--- src/hw/rtl/pds_pkg.sv ---
// Types, codes and constants of the portion dispense sequencer.
package pds_pkg;

  localparam int TICK_BITS_DEF = 16;
  localparam int DELAY_W       = 16;
  localparam int CFG_IDX_W     = 3;

  // Operation codes of an input word
  localparam logic OP_TICK  = 1'b0;
  localparam logic OP_START = 1'b1;

  // Register indexes
  localparam logic [CFG_IDX_W-1:0] CFG_DETECT_TICKS   = 3'd0;
  localparam logic [CFG_IDX_W-1:0] CFG_MOTOR_TIMEOUT  = 3'd1;
  localparam logic [CFG_IDX_W-1:0] CFG_RETRY_LIMIT    = 3'd2;
  localparam logic [CFG_IDX_W-1:0] CFG_PORTION_DELAY  = 3'd3;
  localparam logic [CFG_IDX_W-1:0] CFG_REVERSE_TICKS  = 3'd4;
  localparam logic [CFG_IDX_W-1:0] CFG_REV_STOP_EN    = 3'd5;
  localparam logic [CFG_IDX_W-1:0] CFG_REV_STOP_TICKS = 3'd6;

  // Register reset values
  localparam logic [7:0]  RST_DETECT_TICKS   = 8'd5;
  localparam logic [15:0] RST_MOTOR_TIMEOUT  = 16'd500;
  localparam logic [3:0]  RST_RETRY_LIMIT    = 4'd1;
  localparam logic [15:0] RST_PORTION_DELAY  = 16'd50;
  localparam logic [15:0] RST_REVERSE_TICKS  = 16'd50;
  localparam logic        RST_REV_STOP_EN    = 1'b0;
  localparam logic [15:0] RST_REV_STOP_TICKS = 16'd50;

  typedef enum logic [2:0] {
    PH_IDLE    = 3'd0,
    PH_READY   = 3'd1,
    PH_LEAVE   = 3'd2,
    PH_WAITDET = 3'd3,
    PH_REV     = 3'd4,
    PH_REVSTOP = 3'd5,
    PH_OVER    = 3'd6
  } phase_t;

  typedef enum logic [1:0] {
    DRV_STOP = 2'd0,
    DRV_PULL = 2'd1,
    DRV_PUSH = 2'd2
  } drive_t;

  typedef struct packed {
    logic       op;
    logic [7:0] portions;
    logic       position_sensor;
    logic       overcurrent;
  } req_t;

  typedef struct packed {
    logic [1:0] motor_drive;
    logic       busy_res;
    logic       done_res;
    logic [7:0] delivered;
    logic       error_code;
  } rsp_t;

  typedef struct packed {
    logic [CFG_IDX_W-1:0] index;
    logic [DELAY_W-1:0]   value;
  } cfg_word_t;

  typedef struct packed {
    logic [7:0]         detect_ticks;
    logic [DELAY_W-1:0] motor_timeout_ticks;
    logic [3:0]         retry_limit;
    logic [DELAY_W-1:0] portion_delay_ticks;
    logic [DELAY_W-1:0] reverse_ticks;
    logic               reverse_stop_enable;
    logic [DELAY_W-1:0] reverse_stop_ticks;
  } cfg_regs_t;

  // Wait reload for a step delay: a delay of 0 behaves as 1.
  function automatic logic [DELAY_W-1:0] delay_reload(input logic [DELAY_W-1:0] d);
    delay_reload = (d == '0) ? '0 : d - 1'b1;
  endfunction

endpackage

--- src/hw/rtl/pds_if.sv ---
// Valid/ready channel interfaces of the dispense sequencer.
interface pds_req_if;
  import pds_pkg::*;
  logic valid;
  logic ready;
  req_t data;
  modport source (output valid, output data, input ready);
  modport sink   (input valid, input data, output ready);
endinterface

interface pds_rsp_if;
  import pds_pkg::*;
  logic valid;
  logic ready;
  rsp_t data;
  modport source (output valid, output data, input ready);
  modport sink   (input valid, input data, output ready);
endinterface

interface pds_cfg_if;
  import pds_pkg::*;
  logic      valid;
  logic      ready;
  cfg_word_t data;
  modport source (output valid, output data, input ready);
  modport sink   (input valid, input data, output ready);
endinterface

--- src/hw/rtl/pds_cfg.sv ---
// Configuration register file of the dispense sequencer.
module pds_cfg (
  input  logic               clk,
  input  logic               rst,
  pds_cfg_if.sink            cfg,
  output pds_pkg::cfg_regs_t regs
);
  import pds_pkg::*;

  assign cfg.ready = 1'b1;

  always_ff @(posedge clk) begin
    if (rst) begin
      regs.detect_ticks        <= RST_DETECT_TICKS;
      regs.motor_timeout_ticks <= RST_MOTOR_TIMEOUT;
      regs.retry_limit         <= RST_RETRY_LIMIT;
      regs.portion_delay_ticks <= RST_PORTION_DELAY;
      regs.reverse_ticks       <= RST_REVERSE_TICKS;
      regs.reverse_stop_enable <= RST_REV_STOP_EN;
      regs.reverse_stop_ticks  <= RST_REV_STOP_TICKS;
    end else if (cfg.valid) begin
      case (cfg.data.index)
        CFG_DETECT_TICKS:   regs.detect_ticks        <= cfg.data.value[7:0];
        CFG_MOTOR_TIMEOUT:  regs.motor_timeout_ticks <= cfg.data.value;
        CFG_RETRY_LIMIT:    regs.retry_limit         <= cfg.data.value[3:0];
        CFG_PORTION_DELAY:  regs.portion_delay_ticks <= cfg.data.value;
        CFG_REVERSE_TICKS:  regs.reverse_ticks       <= cfg.data.value;
        CFG_REV_STOP_EN:    regs.reverse_stop_enable <= cfg.data.value[0];
        CFG_REV_STOP_TICKS: regs.reverse_stop_ticks  <= cfg.data.value;
        default: ;
      endcase
    end
  end

endmodule

--- src/hw/rtl/pds_core.sv ---
// Input register and one-pass sequencer state update of the dispense sequencer.
module pds_core #(
  parameter int TICK_BITS = pds_pkg::TICK_BITS_DEF
) (
  input  logic               clk,
  input  logic               rst,
  pds_req_if.sink            req,
  input  pds_pkg::cfg_regs_t regs,
  input  logic               push_ok,
  output logic               push,
  output pds_pkg::rsp_t      push_data
);
  import pds_pkg::*;

  localparam int WAIT_W = (TICK_BITS > DELAY_W) ? TICK_BITS : DELAY_W;

  // input register
  logic s1_valid;
  req_t s1_word;
  logic adv;

  // sequencer state
  phase_t                phase, phase_next;
  logic [7:0]            portions_left, portions_left_next;
  logic [7:0]            portions_requested, portions_requested_next;
  logic [7:0]            hit_count, hit_count_next;
  logic [TICK_BITS-1:0]  timeout_left, timeout_left_next;
  logic [3:0]            retries_used, retries_used_next;
  logic [WAIT_W-1:0]     wait_left, wait_left_next;
  logic                  fault, fault_next;
  drive_t                drive_state, drive_state_next;

  logic                  done, err;
  logic [7:0]            deliv;
  logic [7:0]            hit_inc;
  logic [TICK_BITS-1:0]  tmo_load, tmo_base, tmo_dec;
  logic                  hit_seen, confirmed, run_check;

  assign adv       = s1_valid && push_ok;
  assign req.ready = !s1_valid || push_ok;
  assign push      = adv;

  always_ff @(posedge clk) begin
    if (rst) begin
      s1_valid <= 1'b0;
    end else if (req.valid && req.ready) begin
      s1_valid <= 1'b1;
    end else if (adv) begin
      s1_valid <= 1'b0;
    end
  end

  always_ff @(posedge clk) begin
    if (req.valid && req.ready) begin
      s1_word <= req.data;
    end
  end

  assign hit_inc  = hit_count + 8'd1;
  assign tmo_load = TICK_BITS'(regs.motor_timeout_ticks);

  always_comb begin
    phase_next              = phase;
    portions_left_next      = portions_left;
    portions_requested_next = portions_requested;
    hit_count_next          = hit_count;
    timeout_left_next       = timeout_left;
    retries_used_next       = retries_used;
    wait_left_next          = wait_left;
    fault_next              = fault;
    drive_state_next        = drive_state;
    done                    = 1'b0;
    deliv                   = '0;
    err                     = 1'b0;
    hit_seen                = 1'b0;
    confirmed               = 1'b0;
    run_check               = 1'b0;
    tmo_base                = timeout_left;

    if (phase == PH_IDLE) begin
      if (s1_word.op == OP_START) begin
        portions_left_next      = s1_word.portions;
        portions_requested_next = s1_word.portions;
        hit_count_next          = '0;
        retries_used_next       = '0;
        fault_next              = 1'b0;
        drive_state_next        = DRV_STOP;
        wait_left_next          = '0;
        phase_next              = PH_READY;
      end
    end else if (wait_left != '0) begin
      wait_left_next = wait_left - 1'b1;
    end else begin
      case (phase)
        PH_READY: begin
          if (portions_left != '0) begin
            hit_count_next    = '0;
            timeout_left_next = tmo_load;
            drive_state_next  = DRV_PULL;
            phase_next        = PH_LEAVE;
          end else begin
            drive_state_next = DRV_STOP;
            phase_next       = PH_OVER;
            fault_next       = 1'b0;
          end
          wait_left_next = '0;
        end
        PH_LEAVE: begin
          hit_seen  = s1_word.position_sensor;
          confirmed = hit_seen && (hit_inc >= regs.detect_ticks);
          if (hit_seen) begin
            hit_count_next = confirmed ? 8'd0 : hit_inc;
          end
          if (confirmed) begin
            tmo_base   = tmo_load;
            phase_next = PH_WAITDET;
          end
          // timeout check still runs on the confirm tick
          run_check = 1'b1;
        end
        PH_WAITDET: begin
          hit_seen  = !s1_word.position_sensor;
          confirmed = hit_seen && (hit_inc >= regs.detect_ticks);
          if (confirmed) begin
            hit_count_next    = '0;
            fault_next        = 1'b0;
            if (portions_left != '0) begin
              portions_left_next = portions_left - 8'd1;
            end
            retries_used_next = '0;
            phase_next        = PH_READY;
            wait_left_next    = WAIT_W'(delay_reload(regs.portion_delay_ticks));
          end else begin
            if (hit_seen) begin
              hit_count_next = hit_inc;
            end
            run_check = 1'b1;
          end
        end
        PH_REV: begin
          drive_state_next = DRV_PUSH;
          phase_next       = regs.reverse_stop_enable ? PH_REVSTOP : PH_READY;
          wait_left_next   = WAIT_W'(delay_reload(regs.reverse_ticks));
        end
        PH_REVSTOP: begin
          drive_state_next = DRV_STOP;
          phase_next       = PH_READY;
          wait_left_next   = WAIT_W'(delay_reload(regs.reverse_stop_ticks));
        end
        default: begin
          // run over, and any unused phase code
          done              = 1'b1;
          deliv             = portions_requested - portions_left;
          err               = fault;
          drive_state_next  = DRV_STOP;
          retries_used_next = '0;
          wait_left_next    = '0;
          phase_next        = PH_IDLE;
        end
      endcase
    end

    tmo_dec = tmo_base - 1'b1;
    if (run_check) begin
      timeout_left_next = tmo_dec;
      wait_left_next    = '0;
      if (tmo_dec == '0 || s1_word.overcurrent) begin
        if (retries_used < regs.retry_limit) begin
          retries_used_next = retries_used + 4'd1;
          phase_next        = PH_REV;
        end else begin
          fault_next       = 1'b1;
          drive_state_next = DRV_STOP;
          phase_next       = PH_OVER;
        end
      end
    end
  end

  always_ff @(posedge clk) begin
    if (rst) begin
      phase              <= PH_IDLE;
      portions_left      <= '0;
      portions_requested <= '0;
      hit_count          <= '0;
      timeout_left       <= '0;
      retries_used       <= '0;
      wait_left          <= '0;
      fault              <= 1'b0;
      drive_state        <= DRV_STOP;
    end else if (adv) begin
      phase              <= phase_next;
      portions_left      <= portions_left_next;
      portions_requested <= portions_requested_next;
      hit_count          <= hit_count_next;
      timeout_left       <= timeout_left_next;
      retries_used       <= retries_used_next;
      wait_left          <= wait_left_next;
      fault              <= fault_next;
      drive_state        <= drive_state_next;
    end
  end

  always_comb begin
    push_data.motor_drive = drive_state_next;
    push_data.busy_res    = (phase_next != PH_IDLE);
    push_data.done_res    = done;
    push_data.delivered   = deliv;
    push_data.error_code  = err;
  end

endmodule

--- src/hw/rtl/pds_outq.sv ---
// Two-entry result queue that decouples the sequencer from the output side.
module pds_outq (
  input  logic          clk,
  input  logic          rst,
  input  logic          push,
  input  pds_pkg::rsp_t push_data,
  output logic          push_ok,
  pds_rsp_if.source     rsp
);
  import pds_pkg::*;

  rsp_t       slots [2];
  logic       wr_ptr;
  logic       rd_ptr;
  logic [1:0] count;
  logic       pop;

  assign push_ok   = (count != 2'd2);
  assign rsp.valid = (count != 2'd0);
  assign rsp.data  = slots[rd_ptr];
  assign pop       = rsp.valid && rsp.ready;

  always_ff @(posedge clk) begin
    if (rst) begin
      wr_ptr <= 1'b0;
      rd_ptr <= 1'b0;
      count  <= 2'd0;
    end else begin
      if (push) begin
        wr_ptr <= !wr_ptr;
      end
      if (pop) begin
        rd_ptr <= !rd_ptr;
      end
      case ({push, pop})
        2'b10:   count <= count + 2'd1;
        2'b01:   count <= count - 2'd1;
        default: count <= count;
      endcase
    end
  end

  always_ff @(posedge clk) begin
    if (push) begin
      slots[wr_ptr] <= push_data;
    end
  end

endmodule

--- src/hw/rtl/portion_dispense_sequencer.sv ---
// Top level of the portion dispense sequencer: config regs, sequencer core, result queue.
//
//   channel | dir  | word                                             | accepted when
//   --------+------+--------------------------------------------------+-------------------------
//   req     | in   | op, portions, position_sensor, overcurrent       | req.valid && req.ready
//   rsp     | out  | motor_drive, busy_res, done_res, delivered, err  | rsp.valid && rsp.ready
//   cfg     | in   | index (3b), value (16b)                          | cfg.valid && cfg.ready
//
// One word per cycle sustained while the rsp side keeps up; each req word yields exactly one rsp word.
// The req word lands in an input register, the sequencer
// state updates in one pass and the result is written to a two-entry queue.
// req.ready drops only when the input register holds a word and the queue is full.
// cfg.ready is always high; a write lands the next edge. rst is synchronous, active
// high, and clears the sequencer to idle with the motor stopped and registers at defaults.
module portion_dispense_sequencer #(
  parameter int TICK_BITS = pds_pkg::TICK_BITS_DEF
) (
  input logic        clk,
  input logic        rst,
  pds_req_if.sink    req,
  pds_rsp_if.source  rsp,
  pds_cfg_if.sink    cfg
);
  import pds_pkg::*;

  cfg_regs_t regs;
  logic      push;
  logic      push_ok;
  rsp_t      push_data;

  // register file, written any time; the user is to change it only while the sequencer is idle, not enforced here
  pds_cfg u_cfg (
    .clk  (clk),
    .rst  (rst),
    .cfg  (cfg),
    .regs (regs)
  );

  // input register plus single-pass state update: ticks, detection, retry, done
  pds_core #(
    .TICK_BITS (TICK_BITS)
  ) u_core (
    .clk       (clk),
    .rst       (rst),
    .req       (req),
    .regs      (regs),
    .push_ok   (push_ok),
    .push      (push),
    .push_data (push_data)
  );

  // result words wait here so input keeps flowing while rsp is stalled, until the queue fills
  pds_outq u_outq (
    .clk       (clk),
    .rst       (rst),
    .push      (push),
    .push_data (push_data),
    .push_ok   (push_ok),
    .rsp       (rsp)
  );

endmodule

--- src/flat_wrapper.sv ---
// flat-port wrapper written by rule: the top's interface ports become plain ports
module portion_dispense_sequencer_flat import pds_pkg::*;
#(
  parameter int TICK_BITS = pds_pkg::TICK_BITS_DEF
)
  (clk, rst, req_valid, req_data, req_ready, rsp_valid, rsp_data, rsp_ready, cfg_valid, cfg_data, cfg_ready);
  pds_req_if req_i ();
  pds_rsp_if rsp_i ();
  pds_cfg_if cfg_i ();
  input logic clk;
  input logic rst;
  input wire logic [$bits(req_i.valid)-1:0] req_valid;
  input wire logic [$bits(req_i.data)-1:0] req_data;
  output wire logic [$bits(req_i.ready)-1:0] req_ready;
  output wire logic [$bits(rsp_i.valid)-1:0] rsp_valid;
  output wire logic [$bits(rsp_i.data)-1:0] rsp_data;
  input wire logic [$bits(rsp_i.ready)-1:0] rsp_ready;
  input wire logic [$bits(cfg_i.valid)-1:0] cfg_valid;
  input wire logic [$bits(cfg_i.data)-1:0] cfg_data;
  output wire logic [$bits(cfg_i.ready)-1:0] cfg_ready;
  assign req_i.valid = req_valid;
  assign req_i.data = req_data;
  assign req_ready = req_i.ready;
  assign rsp_valid = rsp_i.valid;
  assign rsp_data = rsp_i.data;
  assign rsp_i.ready = rsp_ready;
  assign cfg_i.valid = cfg_valid;
  assign cfg_i.data = cfg_data;
  assign cfg_ready = cfg_i.ready;
  portion_dispense_sequencer #(.TICK_BITS(TICK_BITS)) u_core (.clk(clk), .rst(rst), .req(req_i), .rsp(rsp_i), .cfg(cfg_i));
endmodule
--- config.mk ---
export PLATFORM = sky130hd
export DESIGN_NAME = portion_dispense_sequencer_flat
export DESIGN_NICKNAME = d
export VERILOG_FILES = /design/src/hw/rtl/pds_pkg.sv /design/src/hw/rtl/pds_if.sv /design/src/hw/rtl/pds_cfg.sv /design/src/hw/rtl/pds_core.sv /design/src/hw/rtl/pds_outq.sv /design/src/hw/rtl/portion_dispense_sequencer.sv /design/src/flat_wrapper.sv
export SDC_FILE = /design/constraint.sdc
export NUM_CORES = 1
export LEC_CHECK = 0
export BUFFER_PORTS_ARGS = -buffer_cell sky130_fd_sc_hd__buf_2
export CAP_MARGIN = 20
export CORE_MARGIN = 4
export CORE_UTILIZATION = 67
export CTS_BUF_LIST = sky130_fd_sc_hd__clkbuf_16
export CTS_CLUSTER_DIAMETER = 80
export CTS_CLUSTER_SIZE = 20
export DETAILED_ROUTE_END_ITERATION = 10
export PLACE_DENSITY = 0.86
export SYNTH_ARGS = -nofsm -noshare
export SYNTH_HDL_FRONTEND = slang
export SYNTH_SLANG_ARGS = --single-unit
--- constraint.sdc ---
create_clock -name clk -period 16.3 [get_ports clk]
set_input_delay 3.26 -clock clk [delete_from_list [all_inputs] [get_ports clk]]
set_output_delay 3.26 -clock clk [all_outputs]
set_load 0.05 [all_outputs]
-- Word level (Yosys, flattened, before mapping)
Memory sizes are Yosys's and may differ from the RTL's. A register that Yosys moved wholly into a read port is not among the register bits.
Cells that the tools add are included.
- register bits: 159
- bits in writable memories: 26
- memories kept: 1
- memory list (name ; words ; width ; read ports ; clocked after Yosys merged registers in ; wr ports ; line ; RTL):
    u_core.u_outq.slots ; 2 ; 13 ; 1 ; 1 ; 1 ; pds_outq.sv:12 ; rsp_t slots [2];
- add/sub/neg operators: 11
- order comparisons: 2
- equal/unequal tests: 24
- mux-type cells: 89
- reduce and logical (&&, ||, !) cells: 44
- operators with widths (kind ; number):
    $mux W16 ; 17
    $mux W8 ; 17
    $sub A16 B1 Y16 const B ; 5
    $logic_not A16 Y1 ; 4
    $pmux W16 S4 ; 1
    $mux W4 ; 7
    $mux W3 ; 9
    $mux W1 ; 24
    $pmux W8 S3 ; 1
    $reduce_bool A16 Y1 ; 1
    $reduce_bool A2 Y1 ; 8
    $eq A3 B3 Y1 const B ; 5
    $pmux W3 S5 ; 1
    $mux W2 ; 7
    $reduce_and A2 Y1 ; 7
    $eq A3 B2 Y1 const B ; 4
    $ne A2 B2 Y1 const B ; 5
    $ne A3 B3 Y1 const B ; 3
    $add A8 B1 Y8 const B ; 1
    $ge A8 B8 Y1 ; 1
    $ne A4 B4 Y1 const B ; 2
    $pmux W4 S2 ; 1
    $reduce_bool A8 Y1 ; 1
    $sub A8 B1 Y8 const B ; 1
    other kinds (26) ; 37

-- Logic depth before layout (Yosys ltp)
- depth after elaboration: 13
- depth in mapped cells: 22
- gate-level depth less buffers: 20

-- Cells and area by module
Synthesis repeated with hierarchy kept, for this count alone.
- cells, all modules: 1261
- area, all modules: 10984.3 um^2
- by module, submodules not included (module ; instances ; cells an instance ; area each (um^2) ; sequential area each (um^2)):
    pds_core ; 1 ; 907 ; 6713.9 ; 1671.6
    pds_cfg ; 1 ; 291 ; 3124.2 ; 1541.5
    pds_outq ; 1 ; 63 ; 1146.1 ; 880.8

-- Least setup slack after synthesis
Ideal clock, no wire load.
- kind: reg2reg
- start point: register u_core.u_core.hit_count[0]
- end point: register u_core.u_core.retries_used[2]
- setup time: 0.060 ns
- arrival: 5.053 ns
- path slack: 11.187 ns
- stages on the path, launching flop included: 21
- path buffers: 1
- clock period less this slack: 5.113 ns
- path through: dfxtp_1 ha_1 and3_1 nand3_1 xnor2_1 ha_1 nand2_1 o41a_1 nor2_4 buf_1 mux2i_1 ha_1 or3b_2 or4_1 xor2_1 nand4_1 nor3_1 o22ai_1 o41ai_4 mux2_1 nand2_1
- longest elaborated chain between the ends: 12
- elaborated cells between the ends (all ways): 22
- ends and longest elaborated chain (item ; line ; RTL):
    from (decl) ; pds_core.sv:26 ; logic [7:0] hit_count, hit_count_next;
    from (signal assigned) ; pds_core.sv:195 ; hit_count <= hit_count_next;
    $add A8 B1 Y8 (*) ; pds_core.sv:59 ; assign hit_inc = hit_count + 8'd1;
    $ge A8 B8 Y1 (*) ; pds_core.sv:110, pds_core.sv:123 ;
    $logic_and A1 B1 Y1 ; pds_core.sv:110 ; confirmed = hit_seen && (hit_inc >= regs.detect_ticks);
    $mux W16 ; pds_core.sv:114 ; if (confirmed) begin
    $mux W16 ; pds_core.sv:94 ; case (phase)
    $mux W16 ; pds_core.sv:91 ; end else if (wait_left != '0) begin
    $mux W16 ; pds_core.sv:80 ; if (phase == PH_IDLE) begin
    $sub A16 B1 Y16 ; pds_core.sv:163 ; tmo_dec = tmo_base - 1'b1;
    $logic_not A16 Y1 ; pds_core.sv:167 ; if (tmo_dec == '0 || s1_word.overcurrent) begin
    $logic_or A1 B1 Y1 ; pds_core.sv:167 ;
    $mux W4 ; pds_core.sv:167 ;
    $mux W4 (*) ; pds_core.sv:164 ; if (run_check) begin
    to (signal assigned) ; pds_core.sv:197 ; retries_used <= retries_used_next;
    to (decl) ; pds_core.sv:28 ; logic [3:0] retries_used, retries_used_next;
Every way passes the cells marked *; elsewhere a longest branch is shown, timed or not.
A chain may end at the register's enable or synchronous reset.

-- Worst setup path after layout
Same ends and word-level chain as after synthesis.

==> impl_metrics.yaml <==
logic_synthesis:
  ys_warn_count: 0
  synth_area_sq_mm: 0.0107
  synth_cell_types: 82
  postSynth.asyncResetShare_pct: 0
  syn_avg_cell_area_sq_um: 7.95
  syn-num-nets: 1418
  ys_seq_elements: 186
  synthCells: 1351
  ys.flop_type: "dfxtp_1"
  yosysSeqAreaShare_pct: 38.1
  synth-edff-count: 37
clock_tree:
  htreeDepth: 4
  numCtsBuffers: 17
  cts_max_path_buffers: 2
  cts_tree: "yes"
  post_cts_resized: 0
  clk_latency_ns: 0.44
  holdBufCountCts: 0
  cts-root-buf: "clkbuf_16"
  post-cts-setup-buffer-count: 0
  clock-sinks: 186
  clkTransAtPathRegs_ns: 0.07
power_and_ir_drop:
  powerDensity_mw_per_mm2: 99.0
  seq_power_share_pct: 45.0
  peakVddDrop_mv: 0.0841
  netSwitchingPower_uw: 366
  leakagePower_nw: 4.42
  power_mw: 1.15
  intPower_uw: 783
  combPwrFrac_pct: 20.2
  power_frac_clock_pct: 34.8
  swShare_pct: 31.8
worst_hold_path:
  hp-class: "reg2reg"
sta:
  fin_ws_ns: 9.96
  finalCritPeriodShare_pct: 38.9
  setup_viol: 0
  worst_pin_slew_ns: 1.10
  rsz0062_at_grt: "false"
  holdWs_ns: 0.459
  slew_violations: 0
  finalSetupTns_ns: 0
  maxSlewHeadroom_pct: 26.2
  skew_ns: 0.0133
  finalHoldViolCount: 0
  fin_crit_ns: 6.34
  fmaxAchievable_mhz: 158
critical_path:
  ff2ff_setup_slack_ns: 9.96
  cp.arrival_ns: 6.72
  path_class: "reg2reg"
  worstPathMaxFanout: 27
  critical_path_required_ns: 16.69
  start_kind: "register"
  end_kind: "register"
global_route:
  antenna_found_initial: 0
  grt_max_degree: 91
  grt_pass1_vias: 9329
  overflow: 0
  gr-usage-all-layers_pct: 30.7
  grt_pass1_wl_microns: 45600
cells_and_area:
  drive_gt1_share_pct: 9.06
  diodes: 0
  nNetsFinal: 1422
  syn2layout_area_growth_pct: 8.03
  regArea_sq_mm: 0.00409
  multi_input_area_sq_mm: 0.00621
  layout.cells.non_filler: 1584
  fill_cells: 1201
floorplanning:
  rows: 46
  die_y_microns: 135
  chipWidth_microns: 135
  die-area_sq_mm: 0.0181
  io_pins: 51
  start_util_pct: 68.1
  core_sq_mm: 0.0158
routing:
  first_pass_iters: 7
  drt-wirelength-per-cell_microns: 17.6
  vias: 9975
  final_antenna_net_count: 0
  routed_wl_microns: 27800
  drc_errors: 0
  viasPerCell: 6.30
  first_iter_violations: 1060
placed_design:
  io_buffers: 49
  dpl.hpwl_microns: 19400
  pre_cts_ws_ns: 10.14
  gp_congestion: 0.954
  dp_cells: 1549
run:
  drv_cap: 0
run_status:
  status: "finished clean"
through the flow:
stage	area, sq um	utilization, %
after floorplan	10700	-
after detailed placement	11000	69.9
after global placement	11000	69.9
final	11600	73.6
after global routing	11600	73.6
after CTS	11600	73.4
worst max-delay path, stage by stage (launching register included):
cell and delay, ns:
dfxtp_1 0.40, ha_1 0.20, and3_1 0.21, nand3_1 0.10, xnor2_1 0.17, ha_1 0.30
nand2_1 0.07, o41a_1 0.68, nor2_4 0.59, mux2i_1 0.34, ha_1 0.55, or3b_2 0.55
or4_1 0.43, xor2_1 0.20, nand4_1 0.11, nor3_1 0.15, o22ai_1 0.20, o41ai_4 0.58
mux2_1 0.37, nand2_1 0.06
placed cells by master, fill, tap and decap left out, types with 4 or more instances in the layout:
cell type / instances
inv_1: 44
dfxtp_1: 149
o21ai_0: 64
nand2_1: 254
buf_4: 8
mux2i_1: 11
nor2_1: 123
o21bai_1: 4
a222oi_1: 6
o221ai_1: 4
o211ai_1: 7
ha_1: 31
buf_2: 48
or4_1: 16
and2_1: 8
nand2b_1: 15
nor2b_1: 13
xnor2_1: 40
nor3b_1: 8
or3_1: 15
xor2_1: 35
nor3_1: 38
edfxtp_1: 37
o22ai_1: 10
a211oi_1: 10
nor4b_1: 4
nand4_1: 5
a221oi_1: 5
a21oi_1: 133
and3_1: 10
inv_6: 4
nand3_1: 48
nand4b_1: 7
nor4_1: 16
mux2_2: 13
clkbuf_16: 17
a31oi_1: 9
a21o_1: 6
a22oi_1: 19
power groups by stage:
stage / registers [mW] / logic (mW) / clock network, mW
2_1_floorplan: 0.513 / 0.183 / 0
3_3_place_gp: 0.525 / 0.221 / 0
3_5_place_dp: 0.526 / 0.226 / 0
4_1_cts: 0.516 / 0.229 / 0.400
5_1_grt: 0.519 / 0.252 / 0.421
6_report: 0.516 / 0.232 / 0.399
Yosys cell counts (all sizes together), types with 4 or more instances:
master | count | area (sq um)
buf | 14 | 63.8
o21bai | 4 | 30.0
nand2 | 255 | 965
inv | 41 | 154
a31oi | 9 | 56.3
nor4b | 4 | 35.0
nor2b | 13 | 81.3
or4 | 17 | 131
ha | 31 | 388
or3 | 15 | 93.8
edfxtp | 37 | 1110
a21o | 6 | 45.0
nor3 | 41 | 221
xor2 | 35 | 307
a21oi | 133 | 666
o41ai | 4 | 61.3
nor2 | 124 | 473
nor3b | 9 | 72.6
xnor2 | 40 | 350
mux2 | 15 | 169
nand3 | 48 | 240
dfxtp | 149 | 2980
a222oi | 6 | 60.1
nand4 | 6 | 43.8
nand4b | 7 | 61.3
nand2b | 16 | 108
nor4 | 22 | 201
mux2i | 11 | 110
a211oi | 10 | 75.1
and3 | 10 | 62.6
clkbuf | 59 | 221
a22oi | 19 | 143
and4 | 4 | 37.5
o21ai | 64 | 320
and2 | 8 | 50.1
a221oi | 5 | 43.8
o221ai | 4 | 35.0
o22ai | 10 | 62.6
o211ai | 8 | 65.1
registers in the layout, summed over array words and instances (netlist names), 2 cells and up, named ones only:
signal / cells
u_core.u_outq.count: 2
u_core.u_outq.slots: 26
u_core.u_core.s1_word: 11
u_core.u_core.phase: 3
u_core.u_core.timeout_left: 16
u_core.u_core.retries_used: 4
u_core.u_core.portions_left: 8
u_core.u_core.wait_left: 16
u_core.u_core.portions_requested: 8
u_core.u_core.hit_count: 8
u_core.u_cfg.regs: 77
u_core.u_core.drive_state: 2
per-layer routing:
layer	wire length [microns]	part of all wire, %	GRT usage, %	vias to the layer above
met5	0	0	0	-
met4	729	2.6	12.2	0
met3	2310	8.3	5.37	65
met2	13400	48	51.0	469
met1	11300	41	40.0	4664
li1	-	-	-	4777
cell type report:
type | instances | share of cell area [%]
Clock buffer | 17 | 3.67
Inverter | 42 | 1.36
Multi-Input combinational cell | 1050 | 53.5
Tap cell | 216 | 2.33
Clock inverter | 15 | 1.08
Sequential cell | 186 | 35.3
Timing Repair Buffer | 58 | 2.77
worst paths after layout:
kind         depth (start not counted)                  startpoint                            end
min reg2reg                          2       u_core.u_cfg.regs[74]          u_core.u_cfg.regs[74]
max reg2reg                         19  u_core.u_core.hit_count[0]  u_core.u_core.retries_used[2]
max                                 19  u_core.u_core.hit_count[0]  u_core.u_core.retries_used[2]
min                                  2       u_core.u_cfg.regs[74]          u_core.u_cfg.regs[74]
cell families (layout without fill, tap and decap cells):
| family | after synthesis | in the layout | synth area share [%] |
|---|---|---|---|
| simple gates | 610 | 610 | 27.6 |
| flops | 186 | 186 | 38.1 |
| compound gates | 306 | 306 | 17.6 |
| buf+inv | 115 | 132 | 4.12 |
| xor+xnor | 75 | 75 | 6.12 |
| other cells | 1 | 1 | 0.0349 |
| fa+ha+maj | 32 | 32 | 3.80 |
| mux | 26 | 26 | 2.60 |
Power figures use the tool's default switching activity.
